$ cat src/hdl/fha_pkg.sv
// fha_pkg: shared types and codes for the fit heap allocator.
// No dependencies; imported by every module of the block.
`timescale 1ns / 1ps

package fha_pkg;

   localparam int PW = 17;   // chain position width
   localparam int HW = 14;   // head word width
   localparam int SW = 13;   // size field width

   localparam logic [1:0] OP_FORMAT = 2'd0;
   localparam logic [1:0] OP_ALLOC  = 2'd1;
   localparam logic [1:0] OP_FREE   = 2'd2;
   localparam logic [1:0] OP_QUERY  = 2'd3;

   localparam logic [1:0] ST_OK    = 2'd0;
   localparam logic [1:0] ST_NOFMT = 2'd1;
   localparam logic [1:0] ST_RANGE = 2'd2;
   localparam logic [1:0] ST_NOMEM = 2'd3;

   localparam logic [1:0] FIT_BEST  = 2'd1;
   localparam logic [1:0] FIT_WORST = 2'd2;

   localparam logic [1:0] CSR_HEAP_WORDS = 2'd0;
   localparam logic [1:0] CSR_FIT_MODE   = 2'd1;
   localparam logic [1:0] CSR_ALLOW      = 2'd2;
   localparam logic [1:0] CSR_GUARD      = 2'd3;

   typedef struct packed {
      logic [12:0] heap_words;
      logic [1:0]  fit_mode;
      logic        allow_empty;
      logic [7:0]  guard;
   } cfg_type;

   typedef struct packed {
      logic          we;
      logic [PW-1:0] addr;
      logic [HW-1:0] wdata;
   } mem_req_type;

   typedef struct packed {
      logic [1:0]  status;
      logic [11:0] address;
      logic        used;
      logic [14:0] bytes;
   } rsp_type;

endpackage

$ cat src/hdl/fha_seq.sv
// fha_seq: sequencer that walks the block chain through the head store.
// Depends on fha_pkg; drives fha_mem through a request struct.
`timescale 1ns / 1ps

module fha_seq import fha_pkg::*; #(
   parameter int HEAP_WORDS = 4096
) (
   input  logic          clock,
   input  logic          reset,
   input  cfg_type       cfg,
   input  logic          start,
   input  logic [1:0]    operation,
   input  logic [15:0]   request_bytes,
   input  logic [11:0]   client_address,
   input  logic          rsp_free,
   input  logic [HW-1:0] rdata,
   output mem_req_type   mreq,
   output logic          idle,
   output logic          load,
   output rsp_type       result
);

   localparam int AW = $clog2(HEAP_WORDS);

   typedef enum logic [17:0] {
      S_CLEAR = 18'h00001, S_IDLE  = 18'h00002, S_START = 18'h00004,
      S_AWALK = 18'h00008, S_ACHK  = 18'h00010, S_AW1   = 18'h00020,
      S_AW2   = 18'h00040, S_FCHK0 = 18'h00080, S_FWALK = 18'h00100,
      S_FCHK  = 18'h00200, S_FNRD  = 18'h00400, S_FNCHK = 18'h00800,
      S_FWT   = 18'h01000, S_FWN   = 18'h02000, S_FWP   = 18'h04000,
      S_QCHK  = 18'h08000, S_RESP  = 18'h10000, S_SPARE = 18'h20000
   } state_type;

   state_type     state_ff, state_in;
   logic [AW-1:0] clr_ff, clr_in;
   logic [1:0]    op_ff, op_in;
   logic [15:0]   bytes_ff, bytes_in;
   logic [11:0]   client_ff, client_in;
   logic          fmt_ff, fmt_in;
   logic [SW-1:0] hsize_ff, hsize_in;
   logic [PW-1:0] pos_ff, pos_in;
   logic [14:0]   unum_ff, unum_in;
   logic          have_ff, have_in;
   logic [PW-1:0] found_ff, found_in;
   logic [SW-1:0] fsize_ff, fsize_in;
   logic [PW-1:0] target_ff, target_in;
   logic [SW-1:0] tsize_ff, tsize_in;
   logic [PW-1:0] prev_ff, prev_in;
   logic [SW-1:0] psize_ff, psize_in;
   logic          hprev_ff, hprev_in;
   logic [14:0]   size_ff, size_in;
   logic [PW-1:0] nxt_ff, nxt_in;
   logic          nmerge_ff, nmerge_in;
   rsp_type       res_ff, res_in;

   logic [16:0]   unum_sum;
   logic [14:0]   unum_c;
   logic [8:0]    off;
   logic [PW-1:0] heap_end;
   logic [PW-1:0] next_pos;
   logic [SW-1:0] hsz;
   logic          pmerge;
   logic [15:0]   usable4;
   logic [15:0]   g8;

   assign unum_sum = 17'(bytes_ff) + {6'd0, cfg.guard, 3'd0} + 17'd3;
   assign unum_c   = unum_sum[16:2];
   assign off      = {1'b0, cfg.guard} + 9'd1;
   assign heap_end = PW'(hsize_ff);
   assign hsz      = rdata[SW-1:0];
   assign next_pos = pos_ff + PW'(hsz) + PW'(1);
   assign pmerge   = hprev_ff && ((prev_ff + PW'(psize_ff) + PW'(1)) == target_ff);
   assign usable4  = {1'b0, hsz, 2'b00};
   assign g8       = {5'd0, cfg.guard, 3'd0};

   assign idle   = (state_ff == S_IDLE);
   assign load   = (state_ff == S_RESP) && rsp_free;
   assign result = res_ff;

   always_comb begin
      state_in  = state_ff;
      clr_in    = clr_ff;
      op_in     = op_ff;
      bytes_in  = bytes_ff;
      client_in = client_ff;
      fmt_in    = fmt_ff;
      hsize_in  = hsize_ff;
      pos_in    = pos_ff;
      unum_in   = unum_ff;
      have_in   = have_ff;
      found_in  = found_ff;
      fsize_in  = fsize_ff;
      target_in = target_ff;
      tsize_in  = tsize_ff;
      prev_in   = prev_ff;
      psize_in  = psize_ff;
      hprev_in  = hprev_ff;
      size_in   = size_ff;
      nxt_in    = nxt_ff;
      nmerge_in = nmerge_ff;
      res_in    = res_ff;
      mreq      = '{we: 1'b0, addr: pos_ff, wdata: '0};

      unique case (state_ff)
         S_CLEAR: begin
            mreq = '{we: 1'b1, addr: PW'(clr_ff), wdata: '0};
            clr_in = clr_ff + AW'(1);
            if (clr_ff == AW'(HEAP_WORDS - 1)) begin
               state_in = S_IDLE;
            end
         end
         S_IDLE: begin
            if (start) begin
               op_in     = operation;
               bytes_in  = request_bytes;
               client_in = client_address;
               state_in  = S_START;
            end
         end
         S_START: begin
            res_in   = '{status: ST_OK, address: '0, used: 1'b0, bytes: '0};
            state_in = S_RESP;
            if (op_ff == OP_FORMAT) begin
               if ((32'(cfg.heap_words) > HEAP_WORDS) ||
                   ({3'd0, cfg.heap_words} <= {7'd0, cfg.guard, 1'b0}) ||
                   (({3'd0, cfg.heap_words} == {7'd0, cfg.guard, 1'b0} + 16'd1)
                    && !cfg.allow_empty)) begin
                  res_in.status = ST_NOFMT;
               end else begin
                  fmt_in   = 1'b1;
                  hsize_in = cfg.heap_words;
                  mreq = '{we: 1'b1, addr: '0, wdata: HW'(cfg.heap_words - 13'd1)};
               end
            end else if (!fmt_ff) begin
               res_in.status = ST_NOFMT;
            end else if (op_ff == OP_ALLOC) begin
               unum_in = unum_c;
               pos_in  = '0;
               have_in = 1'b0;
               if (unum_c > 15'(hsize_ff)) begin
                  res_in.status = ST_NOMEM;
               end else if ((unum_c == 15'd0) && !cfg.allow_empty) begin
                  res_in.status = ST_RANGE;
               end else begin
                  state_in = S_AWALK;
               end
            end else begin
               target_in = PW'(client_ff) - PW'(off);
               if ((12'(off) > client_ff) ||
                   ((PW'(client_ff) - PW'(off)) >= heap_end)) begin
                  res_in.status = ST_RANGE;
               end else begin
                  mreq.addr = PW'(client_ff) - PW'(off);
                  state_in  = (op_ff == OP_FREE) ? S_FCHK0 : S_QCHK;
               end
            end
         end
         S_AWALK: begin
            if (pos_ff >= heap_end) begin
               if (!have_ff) begin
                  res_in.status = ST_NOMEM;
                  state_in = S_RESP;
               end else begin
                  state_in = S_AW1;
               end
            end else begin
               state_in = S_ACHK;
            end
         end
         S_ACHK: begin
            pos_in   = next_pos;
            state_in = S_AWALK;
            if (!rdata[SW] && (15'(hsz) >= unum_ff)) begin
               if (!have_ff) begin
                  have_in  = 1'b1;
                  found_in = pos_ff;
                  fsize_in = hsz;
                  if ((cfg.fit_mode != FIT_BEST) && (cfg.fit_mode != FIT_WORST)) begin
                     state_in = S_AW1;
                  end
               end else if (((cfg.fit_mode == FIT_BEST) && (hsz < fsize_ff)) ||
                            ((cfg.fit_mode == FIT_WORST) && (hsz > fsize_ff))) begin
                  found_in = pos_ff;
                  fsize_in = hsz;
               end
            end
         end
         S_AW1: begin
            res_in.address = 12'(found_ff + PW'(1) + PW'(cfg.guard));
            if (16'(fsize_ff) <= 16'(unum_ff) + (cfg.allow_empty ? 16'd0 : 16'd1)) begin
               mreq = '{we: 1'b1, addr: found_ff, wdata: {1'b1, fsize_ff}};
               state_in = S_RESP;
            end else begin
               mreq = '{we: 1'b1, addr: found_ff + PW'(unum_ff) + PW'(1),
                        wdata: HW'(fsize_ff - unum_ff[SW-1:0] - 13'd1)};
               state_in = S_AW2;
            end
         end
         S_AW2: begin
            mreq = '{we: 1'b1, addr: found_ff, wdata: {1'b1, unum_ff[SW-1:0]}};
            state_in = S_RESP;
         end
         S_FCHK0: begin
            tsize_in = hsz;
            pos_in   = '0;
            hprev_in = 1'b0;
            state_in = rdata[SW] ? S_FWALK : S_RESP;
         end
         S_FWALK: begin
            if (pos_ff >= heap_end) begin
               res_in.status = ST_RANGE;
               state_in = S_RESP;
            end else if (pos_ff == target_ff) begin
               state_in = S_FNRD;
            end else begin
               state_in = S_FCHK;
            end
         end
         S_FCHK: begin
            if (!rdata[SW]) begin
               prev_in  = pos_ff;
               psize_in = hsz;
               hprev_in = 1'b1;
            end
            pos_in   = next_pos;
            state_in = S_FWALK;
         end
         S_FNRD: begin
            size_in   = 15'(tsize_ff);
            nxt_in    = target_ff + PW'(tsize_ff) + PW'(1);
            nmerge_in = 1'b0;
            mreq.addr = target_ff + PW'(tsize_ff) + PW'(1);
            state_in  = ((target_ff + PW'(tsize_ff) + PW'(1)) < heap_end) ? S_FNCHK : S_FWT;
         end
         S_FNCHK: begin
            if (!rdata[SW]) begin
               size_in   = size_ff + 15'(hsz) + 15'd1;
               nmerge_in = 1'b1;
            end
            state_in = S_FWT;
         end
         S_FWT: begin
            mreq = '{we: 1'b1, addr: target_ff, wdata: pmerge ? '0 : size_ff[HW-1:0]};
            state_in = S_FWN;
         end
         S_FWN: begin
            mreq = '{we: nmerge_ff, addr: nxt_ff, wdata: '0};
            state_in = S_FWP;
         end
         S_FWP: begin
            mreq = '{we: pmerge, addr: prev_ff,
                     wdata: HW'(15'(psize_ff) + size_ff + 15'd1)};
            state_in = S_RESP;
         end
         S_QCHK: begin
            res_in.used  = rdata[SW];
            res_in.bytes = (usable4 > g8) ? 15'(usable4 - g8) : 15'd0;
            state_in = S_RESP;
         end
         S_RESP: begin
            if (rsp_free) begin
               state_in = S_IDLE;
            end
         end
         default: begin
            state_in = S_IDLE;
         end
      endcase
   end

   always_ff @(posedge clock) begin
      if (reset) begin
         state_ff <= S_CLEAR;
         clr_ff   <= '0;
         fmt_ff   <= 1'b0;
         hsize_ff <= '0;
      end else begin
         state_ff <= state_in;
         clr_ff   <= clr_in;
         fmt_ff   <= fmt_in;
         hsize_ff <= hsize_in;
      end
   end

   always_ff @(posedge clock) begin
      op_ff     <= op_in;
      bytes_ff  <= bytes_in;
      client_ff <= client_in;
      pos_ff    <= pos_in;
      unum_ff   <= unum_in;
      have_ff   <= have_in;
      found_ff  <= found_in;
      fsize_ff  <= fsize_in;
      target_ff <= target_in;
      tsize_ff  <= tsize_in;
      prev_ff   <= prev_in;
      psize_ff  <= psize_in;
      hprev_ff  <= hprev_in;
      size_ff   <= size_in;
      nxt_ff    <= nxt_in;
      nmerge_ff <= nmerge_in;
      res_ff    <= res_in;
   end

endmodule
$ cat config.mk
export PLATFORM = sky130hd
export DESIGN_NAME = fha_seq
export DESIGN_NICKNAME = d
export VERILOG_FILES = /design/src/hdl/fha_pkg.sv /design/src/hdl/fha_seq.sv
export SDC_FILE = /design/constraint.sdc
export NUM_CORES = 1
export LEC_CHECK = 0
export BUFFER_PORTS_ARGS = -buffer_cell sky130_fd_sc_hd__buf_2
export CAP_MARGIN = 25
export CORE_MARGIN = 2
export CORE_UTILIZATION = 30
export DETAILED_ROUTE_END_ITERATION = 16
export SLEW_MARGIN = 20
export SYNTH_ARGS = -nofsm -noshare
export SYNTH_HDL_FRONTEND = slang
export SYNTH_SLANG_ARGS = --single-unit
$ cat constraint.sdc
create_clock -name clock -period 5.45 [get_ports clock]
set_input_delay 0.545 -clock clock [delete_from_list [all_inputs] [get_ports clock]]
set_output_delay 0.545 -clock clock [all_outputs]
set_load 0.01 [all_outputs]
==> flow_metrics.env, run 1 <==
export IMPL_first_global_vias=17200
export IMPL_rows=93
export IMPL_yosysSeqAreaShare=0.368
export IMPL_rsz0062_at_grt="yes"
export IMPL_path_cells="buf_8 -> inv_4 -> nor3_4 -> nand3_2 -> xnor2_2 -> ha_1 -> o21a_1 -> o21a_1 -> a21o_1 -> a2111oi_4 -> buf_4 -> xor2_2 -> ha_1 -> buf_4 -> a221o_1 -> o21ai_2 -> nand3_2 -> buf_6 -> and3_4 -> a21o_1 -> a22oi_2 -> a21oi_2 -> buf_2"
export IMPL_powerDensity_nw_per_um2=211
export IMPL_hold_violations=0
export IMPL_fillCellCount=6513
export IMPL_htreeDepth=1
export IMPL_drive_above_1_share=0.175
export IMPL_core_area_um2=64200
export IMPL_die_h_um=259
export IMPL_ir_worst_vdd_v=0.000242
export IMPL_final_util=0.363
export IMPL_postCtsHoldBufs=0
export IMPL_root_buffer="clkbuf_16"
export IMPL_end_kind="output port"
export IMPL_fin_nets=2577
export IMPL_multi_input_area_um2=11900
export IMPL_slowest_delay_ps=350
export IMPL_ys_types=91
export IMPL_final_setup_viol_count=0
export IMPL_hp_class="in -> reg"
export IMPL_ff_latch_area_um2=7170
export IMPL_whs_ps=116
export IMPL_slew_violations=0
export IMPL_grtUsageTotal=0.223
export IMPL_clock_fmax_mhz=187
export IMPL_die_area_um2=66900
export IMPL_critPathKind="in -> out"
export IMPL_use_met1=0.289
export IMPL_worst_pin_slew_ps=1010
export IMPL_met2_usage=0.362
export IMPL_wire_per_inst_um=24.3
export IMPL_first_pass_iters=9
export IMPL_totalWireLength_um=76400
export IMPL_viasPerCell=5.58
export IMPL_antenna_left=0
export IMPL_cts_tree="done"
export IMPL_worst_ep_required_time_ps=4910
export IMPL_antenna_found_initial=9
export IMPL_syn_avg_cell_area_um2=9.60
export IMPL_finalClockSkew_ps=36.0
export IMPL_grt_pass1_wl_um=111000
export IMPL_period_share=0.984
export IMPL_clk_latency_ps=630
export IMPL_cp_data_arrival_time_ps=4820
export IMPL_place_inst=3068
export IMPL_synth_async_sr_flop_share=0
export IMPL_syn_inst=2026
export IMPL_syn_area_um2=19500
export IMPL_min_period_ps=5360
export IMPL_drv_cap=0
export IMPL_layout_common_cells="230 x ha_1, 210 x edfxtp_1, 161 x nand2_1"
export IMPL_worst_path_max_delay_cell="a2111oi_4"
export IMPL_drt_iter0_markers=1808
export IMPL_timing_max_slew_rel_slack=0.321
export IMPL_synth_edf_count=210
export IMPL_hpwl_um=60800
export IMPL_busiest_layer="met2"
export IMPL_layout_commonest_cell="ha_1"
export IMPL_p_leak_uw=0.00926
export IMPL_p_total_uw=4910
export IMPL_globalRouteOverflowTotal=0
export IMPL_area_growth_pct=19.8
export IMPL_ff2ff_setup_slack_ps=610
export IMPL_drc=0
export IMPL_path_clk_slew_ps=60
export IMPL_placed_cell_area_um2=21800
export IMPL_grtUsageMet3=0.0479
export IMPL_outcome="completed"
export IMPL_crit_fanout=5
export IMPL_start_util=0.303
export IMPL_dr_total_vias=17566
export IMPL_numCtsBuffers=31
export IMPL_gp_congestion=0.965
export IMPL_fin_area_um2=23300
export IMPL_io_pin_count=136
export IMPL_die_w_um=259
export IMPL_ys_flop_type="edfxtp_1"
export IMPL_io_buffers=133
export IMPL_synth_seq_cells=253
export IMPL_crit_path_start_kind="primary input"
export IMPL_cts_sinks=253
export IMPL_grt_max_degree=43
export IMPL_cts_buffer_depth=3
export IMPL_stdcell_count=3148
export IMPL_synth_warnings=0
worst max-delay path: cells and delay by family:
kind,cells,cell delay (ps)
and+or+nand+nor,4,640
xor gates and xnor gates,2,310
buffers and inverters,6,800
AOI/OAI and AO/OA,9,1950
adders and majority gates,2,560
path summary, 6_finish.rpt:
kind	endpoint	depth (start not counted)	start
worst max-delay path	mreq[25]	23	cfg[0]
worst min register to register	hsize_ff[11]	2	hsize_ff[11]
worst min-delay path	bytes_ff[12]	1	request_bytes[12]
worst max register to register	state_ff[16]	17	bytes_ff[3]
registers in the layout, indices dropped and copies added, names as in the netlist, 15 cells and up:
register  cells
found_ff     17
nxt_ff       17
bytes_ff     16
state_ff     17
unum_ff      15
pos_ff       17
result       28
prev_ff      17
area by class of cell:
class | instances | share of cell area
Sequential cell | 253 | 0.308
Clock inverter | 21 | 0.00881
Timing Repair Buffer | 249 | 0.0685
Inverter | 138 | 0.0224
Multi-Input combinational cell | 1589 | 0.511
Antenna cell | 6 | 0.000644
Clock buffer | 37 | 0.0356
Tap cell | 855 | 0.0459
Yosys cell counts (6+ instances only):
| cell | instances | area (um^2) |
|---|---|---|
| and3_1 | 17 | 106 |
| a21boi_0 | 12 | 90.1 |
| a21o_1 | 32 | 240 |
| o21a_1 | 41 | 308 |
| xor2_1 | 55 | 482 |
| ha_1 | 233 | 2920 |
| o2111ai_1 | 11 | 96.3 |
| clkbuf_1 | 33 | 124 |
| nand2_1 | 165 | 619 |
| fa_1 | 10 | 200 |
| a222oi_1 | 23 | 230 |
| o31ai_1 | 7 | 52.6 |
| nand2b_1 | 21 | 131 |
| edfxtp_1 | 210 | 6310 |
| o21bai_1 | 9 | 67.6 |
| or2_2 | 12 | 75.1 |
| buf_2 | 7 | 35.0 |
| o221ai_1 | 13 | 114 |
| nor3b_1 | 6 | 45.0 |
| nor2b_1 | 31 | 194 |
| a31oi_1 | 13 | 81.3 |
| or4_1 | 13 | 97.6 |
| or3_1 | 20 | 125 |
| o31a_1 | 7 | 61.3 |
| mux2i_1 | 12 | 120 |
| nand4_1 | 31 | 194 |
| and2_1 | 14 | 87.6 |
| dfxtp_1 | 43 | 861 |
| o21ai_0 | 106 | 531 |
| a22oi_1 | 17 | 128 |
| inv_1 | 136 | 510 |
| nor4_1 | 24 | 150 |
| a211oi_1 | 14 | 105 |
| nand3_1 | 52 | 260 |
| xnor2_1 | 114 | 998 |
| nor3_1 | 54 | 270 |
| o211ai_1 | 19 | 143 |
| a21oi_1 | 125 | 626 |
| nor2_1 | 145 | 544 |
| a2111oi_0 | 10 | 87.6 |
| nand3b_1 | 9 | 67.6 |
cells by family (layout without fill, tap and decap cells):
group | after synthesis | after routing | synth area share
adder cells (fa/ha/maj) | 243 | 243 | 0.160
XOR/XNOR | 169 | 169 | 0.0761
multiplexers | 12 | 12 | 0.00618
other | 1 | 8 | 0.000193
flip-flops | 253 | 253 | 0.368
AND/OR/NAND/NOR | 648 | 648 | 0.172
AO/OA/AOI/OAI | 515 | 515 | 0.180
buffers and inverters | 185 | 445 | 0.0367
metrics by stage:
stage	TNS (ps)	setup WS, ps
floorplan	0	211
global placement	-3120	-284
detailed placement	-3840	-345
CTS	0	8.52
global route	-636	-127
finish	0	89.5
power breakdown:
group | internal (uW) | switching (uW)
registers | 2090 | 16.6
logic | 272 | 389
clock network | 1230 | 913
metal layers:
layer  up-vias  share of wire
li1       8077              -
met1      8525           0.41
met2       778           0.46
met3       176          0.088
met4        10          0.044
met5         -        0.00079
timing repair:
action	4_1_cts	5_1_grt
buffers inserted	7	10
endpoints found under the setup margin	18	25
gates resized for setup	29	48
gates cloned	1	0
pin swaps	19	37
(Power assumes the default switching activity.)
==> inputs of run 2 (changes only) <==
PLACE_DENSITY = 0.48   (was unset)
==> flow_metrics.env, run 2 (synthesized netlist as in run 1, its figures left out) <==
export IMPL_outcome="completed"
export IMPL_worst_pin_slew_ps=965
export IMPL_clock_fmax_mhz=189
export IMPL_cts_tree="done"
export IMPL_crit_path_start_kind="primary input"
export IMPL_grt_max_degree=43
export IMPL_htreeDepth=2
export IMPL_slowest_delay_ps=330
export IMPL_numCtsBuffers=35
export IMPL_hold_violations=0
export IMPL_hpwl_um=63500
export IMPL_fin_ws_ps=156
export IMPL_totalWireLength_um=79400
export IMPL_start_util=0.303
export IMPL_whs_ps=171
export IMPL_die_h_um=259
export IMPL_gp_congestion=0.910
export IMPL_area_growth_pct=20.7
export IMPL_worst_path_max_delay_cell="a221o_1"
export IMPL_globalRouteOverflowTotal=0
export IMPL_slew_violations=0
export IMPL_largest_register_ffs=28
export IMPL_dr_total_vias=17303
export IMPL_rows=93
export IMPL_cp_data_arrival_time_ps=4750
export IMPL_intPower_uw=3690
export IMPL_timing_max_slew_rel_slack=0.348
export IMPL_powerDensity_nw_per_um2=214
export IMPL_die_area_um2=66900
export IMPL_grt_pass1_wl_um=115000
export IMPL_io_pin_count=136
export IMPL_finalClockSkew_ps=22.0
export IMPL_min_period_ps=5290
export IMPL_postCtsHoldBufs=0
export IMPL_fin_area_um2=23500
export IMPL_grtUsageTotal=0.235
export IMPL_p_switching_uw=1330
export IMPL_cts_sinks=253
export IMPL_cts_buffer_depth=3
export IMPL_first_global_vias=17094
export IMPL_drv_cap=0
export IMPL_worst_ep_required_time_ps=4910
export IMPL_drt_iter0_markers=1531
export IMPL_swShare=0.265
export IMPL_fillCellCount=6555
export IMPL_io_buffers=133
export IMPL_placed_cell_area_um2=22000
export IMPL_final_setup_viol_count=0
export IMPL_place_inst=3087
export IMPL_path_clk_slew_ps=50
export IMPL_drc=0
export IMPL_clk_latency_ps=550
export IMPL_crit_path_frequent_cell="buf_4"
export IMPL_rsz0062_at_grt="yes"
export IMPL_layout_common_cells="229 x ha_1, 210 x edfxtp_1, 160 x nand2_1"
export IMPL_die_w_um=259
export IMPL_clkPwrFrac=0.449
export IMPL_wire_per_inst_um=25.1
export IMPL_p_total_uw=5030
export IMPL_post_place_ws_ps=-422
export IMPL_crit_fanout=6
export IMPL_hp_class="in -> reg"
export IMPL_root_buffer="clkbuf_16"
export IMPL_fin_nets=2594
export IMPL_period_share=0.971
export IMPL_end_kind="output port"
export IMPL_stdcell_count=3160
export IMPL_antenna_left=0
export IMPL_antenna_found_initial=6
export IMPL_core_area_um2=64200
export IMPL_drive_above_1_share=0.178
export IMPL_viasPerCell=5.48
export IMPL_seqPwrFrac=0.418
export IMPL_ir_worst_vdd_v=0.000216
export IMPL_critPathKind="in -> out"
export IMPL_p_leak_uw=0.00936
export IMPL_ff2ff_setup_slack_ps=650
export IMPL_layout_commonest_cell="ha_1"
export IMPL_power_frac_comb=0.133
export IMPL_first_pass_iters=7
==> run 2: cell count changes in the layout (fill, tap and decap cells not counted), moves of 5 or more <==
cell | before | now
buf_4 | 112 | 125
clkbuf_1 | 4 | 14
clkinv_2 | 11 | 5
diode_2 | 6 | 1
==> run 2: area by class of cell <==
type                    instances  area (um^2)  share of cell area
flip-flops and latches        253         7170               0.305
clock buffers                  52          970              0.0413
well taps                     855         1070              0.0456
repair buffers                262         1720              0.0733
multi-input cells            1589        11900               0.508
clock inverters                10          106             0.00453
diodes                          1         2.50            0.000107
inverters                     138          520              0.0222
==> run 2: worst max-delay path: cells and delay by family <==
family	cells	cell delay, ps
AO/OA/AOI/OAI	9	1770
buffers and inverters	7	820
AND/OR/NAND/NOR	5	720
adder cells (fa/ha/maj)	2	570
XOR/XNOR	2	300
==> run 2: worst paths after layout <==
kind	start	cells past startpoint	endpoint
min	client_address[0]	1	client_ff[0]
max reg2reg	bytes_ff[3]	17	state_ff[3]
min reg2reg	hsize_ff[5]	2	hsize_ff[5]
max	cfg[1]	25	mreq[25]
==> run 2: what timing repair did <==
item,4_1_cts,5_1_grt
endpoints found under the hold margin,0,0
setup buffers,4,7
pin swaps,9,31
resized for setup,30,55
setup endpoints to repair,19,27
==> run 2: metrics by stage <==
stage	util	TNS, ps
after floorplan	-	0
after global placement	0.342	-3690
after detailed placement	0.342	-4590
after CTS	0.361	0
after global routing	0.366	-215
final	0.366	0
==> run 2: per-layer routing <==
layer,vias to the layer above,track usage,part of all wire
met1,8410,0.308,0.43
met3,130,0.0327,0.065
met5,-,0,0.00052
li1,8117,-,-
met4,6,0.0816,0.035
met2,640,0.394,0.47
==> run 2: power groups by stage <==
stage	Sequential (uW)	Combinational (uW)	Clock (uW)
3_5_place_dp	2150	620	0
3_3_place_gp	2140	612	0
6_report	2100	667	2260
2_1_floorplan	2140	345	0
4_1_cts	2100	635	2310
5_1_grt	2100	728	2380
